## src/rtl/cmf_pkg.sv

```systemverilog
// ----------------------------------------------------------------------------
// cmf_pkg: shared definitions for the complex binary matched filter
// Widths, register indexes, reset patterns and the per-cell coefficient type.
// ----------------------------------------------------------------------------
`default_nettype none

package cmf_pkg;

  // default parameter values
  localparam int DEF_TAPS        = 32;
  localparam int DEF_SAMPLE_BITS = 16;

  // fixed field widths
  localparam int OUT_W        = 23;
  localparam int PATTERN_BITS = 32;
  localparam int CFG_IDX_W    = 1;

  // configuration register indexes
  localparam logic [CFG_IDX_W-1:0] REG_I_PATTERN = 1'd0;
  localparam logic [CFG_IDX_W-1:0] REG_Q_PATTERN = 1'd1;

  // pattern values after reset
  localparam logic [PATTERN_BITS-1:0] RESET_I_PATTERN = 32'd486037701;
  localparam logic [PATTERN_BITS-1:0] RESET_Q_PATTERN = 32'd3617957972;

  // sign bits that one tap sees (1 adds, 0 subtracts)
  typedef struct packed {
    logic i_bit;
    logic q_bit;
  } coef_t;

endpackage

`default_nettype wire

```

## src/rtl/cmf_cell.sv

```systemverilog
// ----------------------------------------------------------------------------
// cmf_cell: one tap of the matched filter chain
// Holds one I and one Q sample, shifts them to the next cell on advance and
// adds its signed contribution to the partial sums walking down the chain.
// ----------------------------------------------------------------------------
`default_nettype none

module cmf_cell
  import cmf_pkg::*;
#(
  parameter int SAMPLE_BITS = DEF_SAMPLE_BITS,
  parameter int ACC_W       = 24
) (
  input  wire                           clk,
  input  wire                           rst_n,
  input  wire                           shift_en,
  input  coef_t                         coef,
  input  wire signed [SAMPLE_BITS-1:0]  tap_i_in,
  input  wire signed [SAMPLE_BITS-1:0]  tap_q_in,
  output logic signed [SAMPLE_BITS-1:0] tap_i_out,
  output logic signed [SAMPLE_BITS-1:0] tap_q_out,
  input  wire signed [ACC_W-1:0]        psum_x_in,
  input  wire signed [ACC_W-1:0]        psum_y_in,
  output logic signed [ACC_W-1:0]       psum_x_out,
  output logic signed [ACC_W-1:0]       psum_y_out
);

  logic signed [SAMPLE_BITS-1:0] tap_i_r, tap_q_r;
  logic signed [ACC_W-1:0]       psum_x_r, psum_y_r;
  logic signed [ACC_W-1:0]       psum_x_nxt, psum_y_nxt;
  logic signed [ACC_W-1:0]       i_ext, q_ext;
  logic signed [ACC_W-1:0]       i_by_ci, q_by_cq, q_by_ci, i_by_cq;

  // tap storage, shifted toward the older end
  always_ff @(posedge clk) begin
    if (!rst_n) begin
      tap_i_r <= '0;
      tap_q_r <= '0;
    end else if (shift_en) begin
      tap_i_r <= tap_i_in;
      tap_q_r <= tap_q_in;
    end
  end

  // signed contributions of this tap
  always_comb begin
    i_ext      = ACC_W'(tap_i_r);
    q_ext      = ACC_W'(tap_q_r);
    i_by_ci    = coef.i_bit ? i_ext : -i_ext;
    q_by_cq    = coef.q_bit ? q_ext : -q_ext;
    q_by_ci    = coef.i_bit ? q_ext : -q_ext;
    i_by_cq    = coef.q_bit ? i_ext : -i_ext;
    psum_x_nxt = psum_x_in + i_by_ci + q_by_cq;
    psum_y_nxt = psum_y_in + q_by_ci - i_by_cq;
  end

  // partial sum register, one cell per cycle
  always_ff @(posedge clk) begin
    psum_x_r <= psum_x_nxt;
    psum_y_r <= psum_y_nxt;
  end

  assign tap_i_out  = tap_i_r;
  assign tap_q_out  = tap_q_r;
  assign psum_x_out = psum_x_r;
  assign psum_y_out = psum_y_r;

endmodule

`default_nettype wire

```

## config.mk

```make
export PLATFORM = sky130hd
export DESIGN_NAME = cmf_cell
export DESIGN_NICKNAME = d
export VERILOG_FILES = /design/src/rtl/cmf_pkg.sv /design/src/rtl/cmf_cell.sv
export SDC_FILE = /design/constraint.sdc
export NUM_CORES = 1
export LEC_CHECK = 0
export BUFFER_PORTS_ARGS = -buffer_cell sky130_fd_sc_hd__buf_4
export CAP_MARGIN = 40
export CORE_ASPECT_RATIO = 1.2
export CORE_MARGIN = 4
export CORE_UTILIZATION = 40
export DETAILED_ROUTE_END_ITERATION = 8
export PLACE_DENSITY = 0.65
export RECOVER_POWER = 25
export SYNTH_ARGS = -nofsm -noshare
export SYNTH_HDL_FRONTEND = slang
export SYNTH_SLANG_ARGS = --single-unit
```

## constraint.sdc

```tcl
create_clock -name clk -period 3.74 [get_ports clk]
set_clock_uncertainty 0.1 [all_clocks]
set_input_delay 0.561 -clock clk [delete_from_list [all_inputs] [get_ports clk]]
set_output_delay 0.561 -clock clk [all_outputs]
set_load 0.05 [all_outputs]
```

======== After elaboration in Yosys (flattened, before gate mapping) ========
Cells that the tools add are included.
word-level totals
  flip-flop bits (word level) ............. 80
  input port bits ......................... 85
  output and inout bits ................... 80
  word-level logic and storage cells ...... 14
cells by class
  add/sub/neg operators ................... 6
  muxes and demuxes ....................... 4
operators with widths
  kind                                number
  24-bit two-way mux                  4
  24-bit adder                        3
  16-bit negation with 24-bit output  2
  24-bit subtractor                   1

======== Longest topological paths before layout ========
Gate-level depths: netlist of run 1.
  depth in word-level cells ............... 4
  depth in mapped cells ................... 19
  mapped depth without buffers ............ 18

======== Worst setup path after synthesis of run 1 ========
No wires, ideal clock.
  kind .................................... register -> register
  from .................................... reg tap_q_r[0], in the netlist tap_q_out[0]
  to ...................................... reg psum_y_r[21], in the netlist psum_y_out[21]
  library setup time ...................... 0.120 ns
  arrival ................................. 3.921 ns
  data required time ...................... 3.520 ns
  setup slack ............................. -0.400 ns
  stages on the path, launching flop included .. 19
  buffers on the path ..................... 2
  period minus slack after synthesis ...... 4.140 ns
  path through ............................ dfxtp_1 inv_1 ha_1 nor3b_1 nand2_1 nor3_1 and2_1 nor2b_1 clkbuf_1 o21ai_0 fa_1 ha_1 clkbuf_1 nand2_1 nor2_1 o2111ai_1 o21ai_0 a21oi_1 xnor2_1
between the ends
  cells in the longest elaborated chain, start to end .. 4
RTL lines
  what                                RTL line        source
  start, declared                     cmf_cell.sv:28  logic signed [SAMPLE_BITS-1:0] tap_i_r, tap_q_r;
  start signal, assigned              cmf_cell.sv:41  tap_q_r <= tap_q_in;
  16-bit negation with 24-bit output  cmf_cell.sv:51  q_by_ci = coef.i_bit ? q_ext : -q_ext;
  24-bit two-way mux *                cmf_cell.sv:51
  24-bit adder *                      cmf_cell.sv:54  psum_y_nxt = psum_y_in + q_by_ci - i_by_cq;
  24-bit subtractor *                 cmf_cell.sv:54
  via psum_y_nxt[21]                  cmf_cell.sv:30  logic signed [ACC_W-1:0] psum_x_nxt, psum_y_nxt;
  end signal, assigned                cmf_cell.sv:60  psum_y_r <= psum_y_nxt;
  end, declared                       cmf_cell.sv:29  logic signed [ACC_W-1:0] psum_x_r, psum_y_r;
The timed path passes the listed nets; every way through them passes the cells marked *.
A chain may end at the register's enable or synchronous reset.

======== Final worst setup path of run 1 ========
  from .................................... reg tap_q_r[1], in the netlist tap_q_out[1]
  to ...................................... reg psum_x_r[21], in the netlist psum_x_out[21]
between the ends
  cells in the longest elaborated chain, start to end .. 3
RTL lines
  what                                RTL line        source
  16-bit negation with 24-bit output  cmf_cell.sv:50  q_by_cq = coef.q_bit ? q_ext : -q_ext;
  24-bit two-way mux *                cmf_cell.sv:50
  24-bit adder *                      cmf_cell.sv:53  psum_x_nxt = psum_x_in + i_by_ci + q_by_cq;
  via psum_x_nxt[21]                  cmf_cell.sv:30
  end signal, assigned                cmf_cell.sv:59  psum_x_r <= psum_x_nxt;
  end, declared                       cmf_cell.sv:29
Marked as above.

==> results.yml, run 1 <==
final_layout:
  num_antenna_cells: 0
  drive_above_1_share_pct: 44.1
  area_growth_pct: 52.5
  final_core_util_pct: 62.7
  fin_nets: 1270
  fillers: 1436
worst_setup_path:
  crit_fanout: 4
  cp-end-kind: "flip-flop"
  arrival_ns: 3.88
  worstPathRequired_ns: 3.88
  start_kind: "flip-flop"
  path_class: "reg -> reg"
run_status:
  violations: "capacitance limit, slew limit"
  outcome: "complete, but fails checks"
synth:
  syn_inst: 803
  syn_area_um2: 6970
  ys_ff_latch: 80
  seq_area_frac_synth_pct: 23.0
  synth-async-reset-ratio_pct: 0
  yosysWarnings: 0
  synth_edf_count: 0
  yosysTopAreaCellShare_pct: 23.0
  yosys.cell_types.count: 62
  syn_area_per_cell_um2: 8.69
  yosys.area.top_type: "dfxtp_1"
  synth_area_leaders: "dfxtp_1 23%, fa_1 13%, xnor2_1 9.4%"
  syn_nets: 984
  synthFlopType: "dfxtp_1"
grt:
  grt_max_degree: 33
  grt_pass1_wl_um: 32100
  antenna_found_initial: 0
  track_usage_pct: 20.4
  gr-usage-met2_pct: 35.8
  grt_pass1_vias: 6611
  gr-max-usage-layer: "met2"
  grt-ovfl-total: 0
  grtUsageMet3_pct: 4.63
  grt_use_met1_pct: 24.8
clock_tree:
  clock_sinks: 80
  clock_path_buffers: 2
  cts_buffers: 9
  clk_latency_ns: 0.35
  cts-root-buf: "clkbuf_16"
  cts-htree-levels: 3
  clk_pin_slew_ns: 0.06
  cts_tree: "yes"
floorplanning:
  start_util_pct: 41.1
  core-area_um2: 17000
  ios: 165
  die_x_um: 129
  die_area_um2: 19600
  num_rows: 52
  die_y_um: 153
power_and_ir_drop:
  power.leakage_uw: 0.00492
  ir_drop_mv: 0.422
  p_per_area_nw_per_um2: 682
sta:
  tightest_slew_ns: 2.45
  slew_headroom_pct: -63.3
  fmaxAchievable_mhz: 268
  period_share_pct: 99.9
  rsz0062_at_grt: "true"
  setup_ws_ns: 0.00372
  slew_violations: 33
  min_period_ns: 3.74
  finalHoldViolCount: 0
  finalSetupViolCount: 0
  fin_setup_tns_ns: 0
drt:
  wirelength_um: 20800
  viasPerCell: 5.00
  dr.first_iter.drc_count: 340
  wire_per_inst_um: 15.9
  antenna_left: 0
  dr.pass1.iters: 5
  vias: 6551
  drc: 0
run:
  maxCapViolations: 1
worst_hold_path:
  holdCritPathClass: "in -> reg"
placement:
  place_congestion: 0.883
  dp_slack_ns: -0.161
  port_buffers: 164
  dpl.hpwl_um: 16300
==> metal layers <==
metal  vias to the layer above  wire (um)
met5                         -          0
met4                         0        480
met3                        31       1350
met2                       179      10700
met1                      3084       8310
li1                       3257          -
==> Yosys cell counts, types with 2 or more instances <==
cell,n
nand2b_1,7
nor2b_1,41
nand3_1,8
and2_1,6
and3_1,4
xor2_1,24
o22ai_1,2
buf_6,2
buf_1,5
or2_2,4
fa_1,47
o21a_1,14
inv_1,86
o2111ai_1,3
a211oi_1,9
mux2i_1,35
nor2_1,76
xnor2_1,75
o21ai_0,32
o21ai_1,3
nand2_1,23
a21oi_1,63
nor4_1,4
nand4_1,3
dfxtp_1,80
a21o_1,13
ha_1,49
clkbuf_1,23
o211ai_1,2
a21oi_2,2
nor4_2,2
nor3_1,11
o31a_1,4
nor3b_1,4
or3_1,3
o31ai_1,3
a31oi_1,6
==> cell usage in the layout, fill, tap and decap left out, types with 8 or more instances in the layout <==
master | Yosys | layout
a21o_1 | 13 | 13
a21oi_1 | 63 | 38
a21oi_2 | 2 | 25
buf_4 | 1 | 295
clkbuf_16 | 0 | 9
dfxtp_1 | 80 | 66
fa_1 | 47 | 47
ha_1 | 49 | 30
ha_4 | 0 | 18
inv_1 | 86 | 78
mux2i_1 | 35 | 35
nand2_1 | 23 | 17
nor2_1 | 76 | 66
nor2_2 | 0 | 8
nor2b_1 | 41 | 38
o21a_1 | 14 | 14
o21ai_0 | 32 | 23
o21ai_2 | 1 | 8
xnor2_1 | 75 | 62
xnor2_2 | 1 | 14
xor2_1 | 24 | 24
==> where the power goes <==
group / internal [uW] / switching, uW / total (uW) / leakage [uW]
sequential: 1160 / 93.5 / 1260 / 0.000676
combinational: 2230 / 2880 / 5110 / 0.00410
clock: 533 / 365 / 897 / 0.000146
==> registers in the layout, summed over array words and instances (netlist names) <==
name        count
psum_x_out     24
psum_y_out     24
tap_i_out      16
tap_q_out      16
==> worst paths after layout <==
check / startpoint / endpoint / slack [ns] / depth (start not counted)
setup / recovery: tap_q_out[1]$_SDFFE_PN0P_ / psum_x_out[21]$_DFF_P_ / 0.004 / 17
hold / removal: psum_y_in[0] / psum_y_out[0]$_DFF_P_ / 0.32 / 2
setup reg to reg: tap_q_out[1]$_SDFFE_PN0P_ / psum_x_out[21]$_DFF_P_ / 0.004 / 17
hold reg to reg: tap_q_out[15]$_SDFFE_PN0P_ / tap_q_out[15]$_SDFFE_PN0P_ / 0.55 / 2
==> logic make-up after synthesis <==
group / share of synthesized area (%)
simple gates: 15.1
flops: 23.0
buf+inv: 6.71
mux: 5.18
xor+xnor: 12.7
fa+ha+maj: 22.3
compound gates: 15.1
==> stage by stage <==
step	power, uW	std cells	area, um2	hold WS (ns)
detailed placement	5700	1272	9370	0.532
finish	7260	1310	10600	0.325
floorplan	4260	803	7110	0.515
global route	7750	1310	10600	0.339
CTS	6690	1289	9800	0.322
global placement	5670	1272	9370	0.523
==> worst max-delay path: stages (launching register included) <==
cell	delay [ns]
dfxtp_4	0.36
inv_4	0.06
ha_4	0.13
nor3b_4	0.28
nand2_4	0.12
nor4_4	0.27
nor2_2	0.09
xnor2_2	0.15
fa_1	0.50
inv_2	0.05
ha_4	0.23
nand2_2	0.06
o21ai_2	0.06
or4_1	0.47
a32o_2	0.30
a31oi_4	0.19
a21oi_2	0.07
xor2_1	0.14
==> cell type report <==
cell class              count  area (um2)  area share, %
multi-input cells         604        5780           54.3
clock inverters             4        45.0          0.423
well taps                 216         270           2.54
repair buffers            308        2330           21.9
flip-flops and latches     80        1640           15.4
inverters                  86         328           3.08
clock buffers              12         246           2.32
==> what timing repair did <==
action,4_1_cts,5_1_grt
hold buffers,0,0
setup buffers,1,21
gates resized for setup,32,139
pin swaps,10,83
setup endpoints to repair,17,21
Power figures use the tool's default switching activity.
==> run 2, diff against run 1 <==
--- a/config.mk
+++ b/config.mk
@@ -9,9 +9,9 @@
 export CAP_MARGIN = 40
 export CORE_ASPECT_RATIO = 1.2
 export CORE_MARGIN = 4
-export CORE_UTILIZATION = 40
+export CORE_UTILIZATION = 50
 export DETAILED_ROUTE_END_ITERATION = 8
-export PLACE_DENSITY = 0.65
+export PLACE_DENSITY = 0.78
 export RECOVER_POWER = 25
 export SYNTH_ARGS = -nofsm -noshare
 export SYNTH_HDL_FRONTEND = slang
==> run 2 against run 1 <==
The flow finishes with violations (capacitance limit, slew limit, setup timing); combinational power grew 2%; global-route usage grew 6.1 points; final area shrank 1.1%; clock power is essentially flat; power grew 1.8%; non-clock buffer count grew 1; register-to-register slack lost 0.21 ns.
==> results.yml, run 2 (synthesized netlist as in run 1, its figures left out) <==
run_status:
  outcome: "complete, but fails checks"
  violations: "capacitance limit, slew limit, setup timing"
sta:
  fmaxAchievable_mhz: 253
  fin_setup_tns_ns: -1.85
  min_period_ns: 3.95
  finalSetupViolCount: 18
  tightest_slew_ns: 2.72
  finalHoldViolCount: 0
  setup_ws_ns: -0.208
  period_share_pct: 106
  slew_headroom_pct: -81.3
  slew_violations: 33
  rsz0062_at_grt: "true"
final_layout:
  final_common_cell: "buf_4"
  final_core_util_pct: 76.5
  layout_common_cells: "305 x buf_4, 79 x inv_1, 68 x nor2_1, 66 x xnor2_1, 66 x dfxtp_1"
  final_cells: 1266
  fin_nets: 1271
  area_growth_pct: 50.8
  num_antenna_cells: 0
  drive_above_1_share_pct: 44.0
clock_tree:
  cts-htree-levels: 3
  clk_pin_slew_ns: 0.06
  cts-root-buf: "clkbuf_16"
  cts_tree: "yes"
  cts_buffers: 9
  clock_sinks: 80
  hold_buffers: 0
  clk_latency_ns: 0.36
  clock_path_buffers: 2
worst_setup_path:
  crit_path_max_incr_delay_ns: 0.55
  rr_worst_depth: 17
  crit_buf_inv: 3
  worstSetupStartpoint: "tap_q_out[1]$_SDFFE_PN0P_"
  worstPathCellList: "inv_4 -> ha_4 -> nor3b_4 -> nand2_4 -> nor4_4 -> nor2_2 -> xnor2_2 -> fa_1 -> inv_2 -> ha_4 -> or3_4 -> o32a_1 -> o31ai_2 -> buf_4 -> o21ai_4 -> a311oi_2 -> xnor2_1"
  path_class: "reg -> reg"
  arrival_ns: 4.09
  worstReg2RegEnd: "psum_x_out[20]$_DFF_P_"
  cp-end-kind: "flip-flop"
  cp_slowest_cell: "fa_1"
  start_kind: "flip-flop"
  cpLargestDelayFamily: "simple AND/OR/NAND/NOR gates"
  path_common_cell: "ha_4"
  crit_fanout: 4
  r2r_setup_slack_ns: -0.21
  worstPathRequired_ns: 3.88
  r2r_start: "tap_q_out[1]$_SDFFE_PN0P_"
grt:
  antenna_found_initial: 0
  grt_max_degree: 33
  grt-ovfl-total: 0
  grt_pass1_wl_um: 33000
  track_usage_pct: 26.6
  grt_pass1_vias: 6910
power_and_ir_drop:
  fin_total_pwr_uw: 7390
  ir_drop_mv: 0.639
  power.leakage_uw: 0.00491
  p_per_area_nw_per_um2: 702
floorplanning:
  ios: 165
  core-area_um2: 13800
  num_rows: 47
  die_area_um2: 15900
  die_y_um: 137
  die_x_um: 116
  start_util_pct: 50.7
worst_hold_path:
  min_to: "psum_y_out[0]$_DFF_P_"
  min-delay-start: "psum_y_in[0]"
  holdCritPathClass: "in -> reg"
  hold-path-cell-count: 2
placement:
  dp_cells: 1229
  dpl.hpwl_um: 16500
  dp_slack_ns: -0.125
  port_buffers: 164
  place_congestion: 0.891
run:
  maxCapViolations: 1
drt:
  antenna_left: 0
  vias: 7091
  wirelength_um: 23600
  drc: 0
  viasPerCell: 5.60
  dr.pass1.iters: 5
  wire_per_inst_um: 18.7
  dr.first_iter.drc_count: 453
-- run 2: worst max-delay path by stage --
| stage | depth (start not counted) | endpoint | slack, ns |
|---|---|---|---|
| 2_1_floorplan | 15 | psum_y_out[17]$_DFF_P_ | 0.02 |
| 3_3_place_gp | 15 | psum_y_out[20]$_DFF_P_ | -0.08 |
| 3_5_place_dp | 15 | psum_x_out[23]$_DFF_P_ | -0.12 |
| 4_1_cts | 17 | psum_x_out[17]$_DFF_P_ | -0.02 |
| 5_1_grt | 17 | psum_x_out[20]$_DFF_P_ | -0.31 |
| 6_report | 17 | psum_x_out[20]$_DFF_P_ | -0.21 |
-- run 2: where the power goes --
part,internal [uW],switching [uW],leakage [uW]
Sequential,1160,102,0.000676
Clock,511,386,0.000148
Combinational,2240,2990,0.00409
-- run 2: timing repair --
item / 4_1_cts / 5_1_grt
gates resized for setup: 32 / 128
setup endpoints to repair: 15 / 22
hold endpoints to repair: 0 / 0
buffers inserted: 4 / 17
pin swaps: 15 / 65
-- run 2: area by class of cell --
type / count / area, um2
clock buffers: 11 / 264
clock inverters: 5 / 36.3
fillers: 886 / 3240
inverters: 86 / 328
multi-input cells: 604 / 5710
flip-flops and latches: 80 / 1640
well taps: 171 / 214
repair buffers: 309 / 2330
-- run 2: metal layers --
layer / vias to the layer above / part of all wire [%] / track usage, %
met5: - / 0 / 0
met4: 0 / 5.4 / 11.9
met3: 109 / 6.9 / 4.75
met2: 344 / 50 / 46.6
met1: 3373 / 38 / 31.5
li1: 3265 / - / -
-- run 2: per-stage QoR --
stage,area (um2),hold WS (ns)
floorplan,7110,0.515
global placement,9320,0.531
detailed placement,9320,0.534
CTS,9790,0.319
global route,10500,0.330
finish,10500,0.328
